==> src/rtl/swpp_pkg.sv <==
// shared types and constants for the sliding window packet pacer
`default_nettype none
package swpp_pkg;

    localparam int TIME_W  = 63;
    localparam int CFG_W   = 32;
    localparam int CFG_AW  = 2;
    localparam int LIMIT_W = 7;
    localparam int COUNT_OUT_W = 7;

    localparam logic [CFG_AW-1:0] CFG_WINDOW_LENGTH  = 2'd0;
    localparam logic [CFG_AW-1:0] CFG_MAX_PER_WINDOW = 2'd1;
    localparam logic [CFG_AW-1:0] CFG_MIN_SPACING    = 2'd2;

    localparam logic [CFG_W-1:0]   RST_WINDOW_LENGTH  = 32'd1000000000;
    localparam logic [LIMIT_W-1:0] RST_MAX_PER_WINDOW = 7'd50;
    localparam logic [CFG_W-1:0]   RST_MIN_SPACING    = 32'd20000000;

    localparam logic [TIME_W-1:0] TIME_MAX = {TIME_W{1'b1}};

    typedef enum logic {
        ST_IDLE,
        ST_CHECK
    } t_state;

endpackage
`default_nettype wire

==> src/rtl/sliding_window_packet_pacer_top.sv <==
// top level of the sliding window packet pacer
`default_nettype none
// Send-request pacer: each accepted word carries the current time in ns and
// yields one result word (allowed, stamps in window). An item is accepted and
// then decided; before the decision one expired stamp is dropped from the ring
// at a time, since the single read port of the stamp memory delivers one stamp
// a cycle; each stamp expires once. A new request is taken only when the
// previous one is decided; a finished result waits in the output register
// without blocking the next accept. The ring needs no clearing after reset:
// only entries that were written are read.
module sliding_window_packet_pacer_top #(
    parameter int RING_DEPTH = 64
) (
    input  wire logic                            i_clk,
    input  wire logic                            i_rst_n,
    input  wire logic                            i_cfg_we,
    input  wire logic [swpp_pkg::CFG_AW-1:0]     i_cfg_addr,
    input  wire logic [swpp_pkg::CFG_W-1:0]      i_cfg_data,
    input  wire logic                            i_in_valid,
    output logic                                 o_in_ready,
    input  wire logic [swpp_pkg::TIME_W-1:0]     i_now_time,
    output logic                                 o_out_valid,
    input  wire logic                            i_out_ready,
    output logic                                 o_allowed,
    output logic [swpp_pkg::COUNT_OUT_W-1:0]     o_in_window
);
    import swpp_pkg::*;

    localparam int AW = (RING_DEPTH > 1) ? $clog2(RING_DEPTH) : 1;
    localparam int CW = $clog2(RING_DEPTH + 1);
    localparam int XW = (CW > LIMIT_W) ? CW : LIMIT_W;
    localparam logic [AW:0]   DEPTH_A = (AW + 1)'(RING_DEPTH);
    localparam logic [CW:0]   DEPTH_S = (CW + 1)'(RING_DEPTH);
    localparam logic [CW-1:0] DEPTH_C = CW'(RING_DEPTH);

    // configuration
    logic [CFG_W-1:0]   r_win;
    logic [LIMIT_W-1:0] r_max;
    logic [CFG_W-1:0]   r_spacing;

    always_ff @(posedge i_clk) begin
        if (!i_rst_n) begin
            r_win     <= RST_WINDOW_LENGTH;
            r_max     <= RST_MAX_PER_WINDOW;
            r_spacing <= RST_MIN_SPACING;
        end else if (i_cfg_we) begin
            case (i_cfg_addr)
                CFG_WINDOW_LENGTH:  r_win     <= i_cfg_data;
                CFG_MAX_PER_WINDOW: r_max     <= i_cfg_data[LIMIT_W-1:0];
                CFG_MIN_SPACING:    r_spacing <= i_cfg_data;
                default: ;
            endcase
        end
    end

    // pacer state
    t_state            r_state, n_state;
    logic [AW-1:0]     r_head, n_head;
    logic [CW-1:0]     r_count, n_count;
    logic [TIME_W-1:0] r_next_allowed, n_next_allowed;
    logic [TIME_W-1:0] r_now;
    logic              r_out_valid, n_out_valid;
    logic              r_allowed, n_allowed;
    logic [COUNT_OUT_W-1:0] r_in_window, n_in_window;

    logic              ring_we;
    logic [AW-1:0]     ring_waddr;
    logic [TIME_W-1:0] rd_stamp;

    logic              in_fire;
    logic              out_free;
    logic              early;
    logic              evict;
    logic              admit;
    logic [TIME_W:0]   stamp_end;
    logic [TIME_W:0]   spaced;
    logic [AW:0]       head_inc;
    logic [CW:0]       slot_sum;
    logic [XW-1:0]     count_x;

    assign in_fire  = i_in_valid && o_in_ready;
    assign out_free = !r_out_valid || i_out_ready;

    assign early     = r_now < r_next_allowed;
    assign stamp_end = {1'b0, rd_stamp} + {{(TIME_W + 1 - CFG_W){1'b0}}, r_win};
    assign evict     = (r_count != '0) && (stamp_end < {1'b0, r_now});
    assign admit     = (XW'(r_count) < XW'(r_max)) && (r_count < DEPTH_C);
    assign spaced    = {1'b0, r_now} + {{(TIME_W + 1 - CFG_W){1'b0}}, r_spacing};
    assign head_inc  = {1'b0, r_head} + (AW + 1)'(1);
    assign slot_sum  = {{(CW + 1 - AW){1'b0}}, r_head} + {1'b0, r_count};

    always_comb begin
        n_state        = r_state;
        n_head         = r_head;
        n_count        = r_count;
        n_next_allowed = r_next_allowed;
        n_out_valid    = r_out_valid && !i_out_ready;
        n_allowed      = r_allowed;
        n_in_window    = r_in_window;
        o_in_ready     = 1'b0;
        ring_we        = 1'b0;
        ring_waddr     = (slot_sum >= DEPTH_S) ? AW'(slot_sum - DEPTH_S) : AW'(slot_sum);
        count_x        = XW'(r_count);
        case (r_state)
            ST_IDLE: begin
                o_in_ready = 1'b1;
                if (i_in_valid) begin
                    n_state = ST_CHECK;
                end
            end
            ST_CHECK: begin
                if (!early && evict) begin
                    // drop the oldest stamp, its successor is read meanwhile
                    n_head  = (head_inc == DEPTH_A) ? '0 : head_inc[AW-1:0];
                    n_count = r_count - CW'(1);
                end else if (out_free) begin
                    n_state     = ST_IDLE;
                    n_out_valid = 1'b1;
                    n_allowed   = !early && admit;
                    if (!early && admit) begin
                        ring_we        = 1'b1;
                        n_count        = r_count + CW'(1);
                        n_next_allowed = spaced[TIME_W] ? TIME_MAX : spaced[TIME_W-1:0];
                    end
                    count_x     = XW'(n_count);
                    n_in_window = count_x[COUNT_OUT_W-1:0];
                end
            end
            default: begin
                n_state = ST_IDLE;
            end
        endcase
    end

    always_ff @(posedge i_clk) begin
        if (!i_rst_n) begin
            r_state        <= ST_IDLE;
            r_head         <= '0;
            r_count        <= '0;
            r_next_allowed <= '0;
            r_out_valid    <= 1'b0;
        end else begin
            r_state        <= n_state;
            r_head         <= n_head;
            r_count        <= n_count;
            r_next_allowed <= n_next_allowed;
            r_out_valid    <= n_out_valid;
        end
    end

    always_ff @(posedge i_clk) begin
        if (in_fire) begin
            r_now <= i_now_time;
        end
        r_allowed   <= n_allowed;
        r_in_window <= n_in_window;
    end

    // read address follows the next head, so the oldest stamp is always ready
    swpp_ring #(
        .DEPTH (RING_DEPTH),
        .AW    (AW)
    ) u_ring (
        .i_clk   (i_clk),
        .i_we    (ring_we),
        .i_waddr (ring_waddr),
        .i_wdata (r_now),
        .i_raddr (n_head),
        .o_rdata (rd_stamp)
    );

    assign o_out_valid = r_out_valid;
    assign o_allowed   = r_allowed;
    assign o_in_window = r_in_window;

    a_count_bound: assert property (@(posedge i_clk) disable iff (!i_rst_n)
        r_count <= DEPTH_C)
        else $error("stamp count beyond ring depth");

    a_head_bound: assert property (@(posedge i_clk) disable iff (!i_rst_n)
        {1'b0, r_head} < DEPTH_A)
        else $error("ring head beyond ring depth");

    a_admit_count: assert property (@(posedge i_clk) disable iff (!i_rst_n)
        ring_we |=> (r_count == $past(r_count) + CW'(1)) && o_out_valid && o_allowed)
        else $error("admitted word not recorded");

endmodule
`default_nettype wire

==> src/rtl/swpp_ring.sv <==
// stamp ring memory, one write port and one registered read port
`default_nettype none
module swpp_ring #(
    parameter int DEPTH = 64,
    parameter int AW    = 6
) (
    input  wire logic                      i_clk,
    input  wire logic                      i_we,
    input  wire logic [AW-1:0]             i_waddr,
    input  wire logic [swpp_pkg::TIME_W-1:0] i_wdata,
    input  wire logic [AW-1:0]             i_raddr,
    output logic      [swpp_pkg::TIME_W-1:0] o_rdata
);
    import swpp_pkg::*;

    logic [TIME_W-1:0] r_mem [DEPTH];
    logic [TIME_W-1:0] r_rdata;

    always_ff @(posedge i_clk) begin
        if (i_we) begin
            r_mem[i_waddr] <= i_wdata;
        end
        r_rdata <= r_mem[i_raddr];
    end

    assign o_rdata = r_rdata;

endmodule
`default_nettype wire

==> config.mk <==
export PLATFORM = sky130hd
export DESIGN_NAME = sliding_window_packet_pacer_top
export DESIGN_NICKNAME = d
export VERILOG_FILES = /design/src/rtl/swpp_pkg.sv /design/src/rtl/sliding_window_packet_pacer_top.sv /design/src/rtl/swpp_ring.sv
export SDC_FILE = /design/constraint.sdc
export NUM_CORES = 2
export LEC_CHECK = 0
export ABC_AREA = 0
export BUFFER_PORTS_ARGS = -buffer_cell sky130_fd_sc_hd__buf_4
export CORE_AREA = 5 5 588 590
export CTS_CLUSTER_SIZE = 12
export DETAILED_ROUTE_END_ITERATION = 10
export DIE_AREA = 0 0 593 595
export MAX_ROUTING_LAYER = met4
export PLACE_DENSITY_LB_ADDON = 0.08
export RECOVER_POWER = 50
export SETUP_SLACK_MARGIN = 0.1
export SYNTH_ARGS = -nofsm -noshare
export SYNTH_HDL_FRONTEND = slang
export SYNTH_HIERARCHICAL = 1
export SYNTH_SLANG_ARGS = --single-unit
==> constraint.sdc <==
create_clock -name i_clk -period 23.8 [get_ports i_clk]
set_clock_uncertainty 0.15 [all_clocks]
set_input_delay 2.38 -clock i_clk [delete_from_list [all_inputs] [get_ports i_clk]]
set_output_delay 2.38 -clock i_clk [all_outputs]
set_load 0.01 [all_outputs]
# Yosys cells after proc, flatten, opt, wreduce, memory -nomap -nowiden
# Memory sizes are Yosys's and may differ from the RTL's. A register that Yosys moved wholly into a read port is not among the register bits.
# Index checks and enable logic that the tools add are counted.
# classes
add_sub_neg,7
n_lt_le_gt_ge,5
n_eq_ne,3
mux,22
bitwise_logic,2
reduce_logical,19
# ops
cell,count
adder 63 x 32 -> 64 bit,2
less-than comparator 64 x 63 -> 1 bit,1
less-than comparator 63 bit,1
two-way mux 63 bit,1
two-way mux 6 bit,4
two-way mux 7 bit,3
two-way mux 1 bit,13
adder 6 x 7 -> 8 bit,1
>= comparator 8 x 7 -> 1 bit (second input constant),1
AND reduction 2 bit,4
adder 6 x 1 -> 7 bit (second input constant),1
adder 7 x 1 -> 7 bit (second input constant),1
equality test 7 bit (second input constant),1
less-than comparator 7 bit,1
less-than comparator 7 bit (second input constant),1
nonzero test 7 bit,1
subtractor 7 x 1 -> 7 bit (second input constant),1
logical AND 1 bit,6
subtractor 6 x 1 -> 6 bit (second input constant),1
AND reduction 4 bit,1
zero test 1 bit,3
AND reduction 3 bit,1
equality test 2 x 1 -> 1 bit (second input constant),1
equality test 2 bit (second input constant),1
other kinds (5),6
# totals
reg_bits,220
ramBits,4032
inputBits,102
out_inout_bits,10
memories,1
# memory_table
name,words,width,read_ports,rd_ports_with_merged_regs,write_ports,line_no,source
u_ring.r_mem,64,63,1,1,1,swpp_ring.sv:16,logic [TIME_W-1:0] r_mem [DEPTH];

# Logic depth before layout (Yosys ltp)
# logic_depth
depth_word,9
mapped_depth,32

# Modules after synthesis
# The synthesis kept the hierarchy.
# modules_own_cells
mod,n_inst,cells_each,area_per_inst_um2,seq_area_each_um2
swpp_ring,1,6555,153307.0,122337.3
sliding_window_packet_pacer_top,1,1893,15914.0,5114.9

# Worst setup path before layout
# OpenSTA, ideal clock, no wires.
# synth_timing
path_kind,register to register
start,register r_win[0]
end,"memory u_ring.r_mem[48][0], enable pin"
t_arrival_ps,9738
setup_slack_ps,13351
path_stages_with_launch,27
n_path_buf,3
path_cell_list,dfxtp_1 -> ha_1 -> inv_1 -> fa_1 -> nor2b_1 -> o21ai_0 -> a21boi_0 -> o311ai_0 -> a21oi_1 -> o21ai_0 -> a211oi_1 -> clkbuf_1 -> nand3_1 -> xnor2_1 -> ha_1 -> nand4_1 -> or2_2 -> nor3_1 -> nand2_1 -> a211oi_1 -> o21ai_1 -> a2111oi_4 -> buf_4 -> buf_6 -> nor2b_1 -> nand4b_1 -> nor3_1
# synth_between
elab_chain_len,8
# synth_lines
item,line_no,source
from (decl),sliding_window_packet_pacer_top.sv:37,logic [CFG_W-1:0] r_win;
from (signal assigned),sliding_window_packet_pacer_top.sv:48,CFG_WINDOW_LENGTH: r_win <= i_cfg_data;
adder 63 x 32 -> 64 bit,sliding_window_packet_pacer_top.sv:85,"assign stamp_end = {1'b0, rd_stamp} + {{(TIME_W + 1 - CFG_W){1'b0}}, r_win};"
less-than comparator 64 x 63 -> 1 bit,sliding_window_packet_pacer_top.sv:86,"assign evict = (r_count != '0) && (stamp_end < {1'b0, r_now});"
logical AND 1 bit,sliding_window_packet_pacer_top.sv:86,
logical AND 1 bit,sliding_window_packet_pacer_top.sv:112,if (!early && evict) begin
two-way mux 1 bit,sliding_window_packet_pacer_top.sv:112,
two-way mux 1 bit,sliding_window_packet_pacer_top.sv:104,case (r_state)
named net ring_we,sliding_window_packet_pacer_top.sv:66,logic ring_we;
two-way mux 1 bit,swpp_ring.sv:20,if (i_we) begin
two-way mux 1 bit (not written as such),swpp_ring.sv:21,r_mem[i_waddr] <= i_wdata;
to (decl),swpp_ring.sv:16,
# The timed path passes the listed nets, and every way through them passes these cells.

# Worst setup path after layout
# layout_timing
start,register r_now[46]
end,"register u_ring.r_rdata[18], in the netlist u_ring/o_rdata[18] (read register of u_ring.r_mem)"
# layout_between
elab_chain_len,5
# layout_lines
item,line_no,source
from (decl),sliding_window_packet_pacer_top.sv:61,logic [TIME_W-1:0] r_now;
from (signal assigned),sliding_window_packet_pacer_top.sv:153,r_now <= i_now_time;
less-than comparator 64 x 63 -> 1 bit or less-than comparator 63 bit (tied branches),"sliding_window_packet_pacer_top.sv:86, sliding_window_packet_pacer_top.sv:84",
logical AND 1 bit or zero test 1 bit (tied branches),"sliding_window_packet_pacer_top.sv:86, sliding_window_packet_pacer_top.sv:112",
logical AND 1 bit *,sliding_window_packet_pacer_top.sv:112,
two-way mux 6 bit *,sliding_window_packet_pacer_top.sv:112,
two-way mux 6 bit *,sliding_window_packet_pacer_top.sv:104,
named net n_head[0],sliding_window_packet_pacer_top.sv:58,"logic [AW-1:0] r_head, n_head;"
to (decl),swpp_ring.sv:17,logic [TIME_W-1:0] r_rdata;
# Mark *: on every way through the listed nets, which the timed path passes. The rest lies on a longest branch.
# A chain may end at the register's enable or synchronous reset.

==> results.md <==
- Status: complete, but fails checks
- Failing checks: max-capacitance violations, max-slew violations
- Sw Ratio: roughly a quarter
- Final setup viols: 0
- YS warnings: 6
- DR WL/cell: approximately 40 µm
- Clock sink total: approximately 4300
- Max Cap Violations: between 70 and 80
- Tcrit/Tclk final: approximately half
- Crit start category: flop
- Arrival @ worst endpoint: around 13 ns
- Port Buffer Count: between 100 and 150
- Die ar.: 352800 µm²
- Worst Max-Slew Pin Slew: around 4.4 ns
- Num ports: ~110
- Initial Utilization: 49.88%
- Row cnt: 214
- Relative slew slack: -193.9%
- Peak VDD IR: 0.07014 mV
- Seq/Total Area, Yosys: between 70% and 80%
- Hold-fix buffers, CTS: 0
- First drt pass iteration count: 6
- F_max: ~83 MHz
- Post-synth EDFFs: a little over 4000
- Area delta synth->final: 12.33%
- Final antenna-violating net count: 0
- Residual DRC: 0
- Resized cells post-CTS: 0
- Inserted Clock Buffers: roughly 450
- RSZ-0062 raised after global routing: no
- Skew-Pair Late Insertion Delay: slightly above 1 ns
- Root buf cell: clkbuf_16
- Grt total ovfl: 0
- P_int: approximately 0.013 W
- Total Nets Final: about 9200
- H-tree depth: 5
- Final min period: between 10 and 15 ns
- First-pass GRT wire length: between 700000 and 800000 µm
- Overall Power: around 0.018 W
- Pleak: around 59 nW
- Clock Path Buffers: 4
- Synthesized area: around 170000 µm²
- Synth unique cells: between 70 and 80
- Pwr dens: around 92 nW/µm²
- CP Capture Type: flop
- Vias in the first global route: 89300
- Syn Area/Cell: 20.03 µm²
- Register share of total power: approximately half
- Synth Instances: 8448
- Setup_tns: 0 ns
- Post-CTS Setup Repair Bufs: 0
- Core region area: between 300000 and 400000 µm²
- Post-DP HPWL: just over 300000 µm
- Clock power frac: a little under two fifths
- Largest net degree at the start of global routing: ~110
- Crit Path Class: flop to flop
- Ys async rst share: 0%
- Final GP Congestion: about 0.96
- DIE WIDTH: 593 µm
- Vias: 91760
- Overall Global Routing Usage: about 31%
- Ys flop type: edfxtp_1
- Seq cells post-synth: about 4300
- Routed WL: 541600 µm
- Worst EP required: 24.52 ns
- Psw: about 0.0044 W
- Share of layout cells above drive strength 1: between 20% and 30%
- Synth Net Count: roughly 8800
- Comb pwr share: 13.1%
- Clk slew on worst S/H paths: approximately 0.060 ns
- Min-delay worst type: flop to flop
- Pins Over Slew Limit: ~4400
- Initial antenna violation count: 36
- CP max FO: 68
- Chip height: between 500 and 600 µm
- Final hold vios: 0
- Drt via density: roughly 6.7
- TritonCTS clock tree: yes
- Iteration-0 DRC Markers: between 10000 and 15000
==> routing by layer <==
layer	global-route usage (%)	share of wire (%)	up-vias
li1	-	-	35930
met1	45.46	41	49740
met2	46.03	46	5212
met3	5.279	10	878
met4	9.682	3.7	0
met5	-	0	-
==> metrics by stage <==
step	worst slack, ns	utilization (%)	instances	cell area [µm²]	hold WS, ns
floorplan	13.35	-	8448	169200	0.2972
finish	11.81	56.03	13780	190100	0.3270
global route	11.12	56.02	13760	190100	0.3437
detailed placement	12.19	52.11	12970	176800	0.3143
global placement	11.77	52.11	12970	176800	0.3089
CTS	12.14	56.12	13760	190400	0.3246
==> power by group through the flow <==
stage,registers [W],logic (W),clock network (W)
after floorplan,0.00880,0.00162,0
after global placement,0.00881,0.00230,0
after detailed placement,0.00881,0.00232,0
after CTS,0.00865,0.00233,0.00668
after global routing,0.00868,0.00249,0.00701
final,0.00868,0.00231,0.00658
==> state kept, by name (all words and copies together) (netlist names) <==
name,cells
r_now,63
r_next_allowed,63
u_ring/o_rdata,63
u_ring/r_mem,4032
r_win,32
o_in_window,7
o_out_valid,1
o_allowed,1
r_head,6
r_count,7
r_state,1
r_spacing,32
r_max,7
==> cell usage in the layout (no fill, tap or decap), types with 32 or more instances in the layout <==
cell type	count
a211oi_1	118
a21boi_0	51
a21o_1	32
a21oi_1	177
a22oi_1	52
buf_4	273
clkbuf_1	235
clkbuf_16	447
clkbuf_4	57
clkinv_1	84
clkinv_2	46
dfxtp_1	212
edfxtp_1	4103
ha_1	203
inv_1	172
mux2i_1	114
mux4_2	963
nand2_1	242
nand3_1	111
nand4_1	43
nor2_1	128
nor2_4	62
nor2b_1	105
nor3_1	73
nor4_1	57
o21ai_0	143
o221ai_1	65
o22a_1	53
o22ai_1	302
xnor2_1	83
xor2_1	36
==> final timing paths <==
check                from                 end  slack (ns)  cells after the start
max             r_now[46]  u_ring/o_rdata[18]       11.81                     21
min reg2reg  r_spacing[5]        r_spacing[5]        0.33                      2
min          r_spacing[5]        r_spacing[5]        0.33                      2
max reg2reg     r_now[46]  u_ring/o_rdata[18]       11.81                     21
==> synthesized netlist by cell type (all sizes together) (36+ instances only) <==
cell type | instances | area, µm²
a211oi | 119 | 893.4
a21boi | 51 | 382.9
a21oi | 187 | 973.4
a22oi | 52 | 390.4
buf | 230 | 1381
clkbuf | 217 | 818.3
dfxtp | 212 | 4244
edfxtp | 4103 | 123200
ha | 203 | 2540
inv | 172 | 645.6
mux2i | 114 | 1141
mux4 | 963 | 21690
nand2 | 248 | 930.9
nand3 | 113 | 565.5
nand4 | 43 | 269.0
nor2 | 192 | 723.2
nor2b | 108 | 675.7
nor3 | 78 | 390.4
nor4 | 62 | 394.1
o21ai | 147 | 735.7
o221ai | 65 | 569.3
o22a | 53 | 464.2
o22ai | 302 | 1889
xnor2 | 88 | 770.7
xor2 | 36 | 315.3
==> kinds of logic after synthesis <==
kind of cell | Yosys count | share of synthesized area [%]
compound gates | 1131 | 4.467
fa+ha+maj | 206 | 1.536
buf+inv | 619 | 1.681
flops | 4315 | 75.32
xor+xnor | 124 | 0.6418
mux | 1078 | 13.50
simple gates | 975 | 2.858
==> cell type report <==
class	count	area (µm²)
clock buffers	616	12050
clock inverters	174	1549
repair buffers	430	3032
well taps	4536	5675
diodes	19	47.55
fillers	25720	149200
flip-flops and latches	4315	127500
multi-input cells	3514	39640
inverters	172	645.6
==> critical path, cell delays in order, from the launching register on <==
cell and delay, ns:
edfxtp_1 0.39, clkbuf_1 2.60, inv_1 0.49, ha_1 0.54
nand4_1 0.14, or2_2 0.34, nor3_1 0.19, nand2_1 0.16
a211oi_1 0.74, o21ai_1 0.37, nand3_1 0.33, xnor2_2 0.18
buf_4 0.74, buf_4 0.81, buf_4 0.59, buf_4 0.61
buf_4 0.78, mux4_2 0.59, nor2b_1 0.15, a211oi_1 0.28
nor3_1 0.14, o22a_1 0.22
Power figures use the tool's default switching activity.
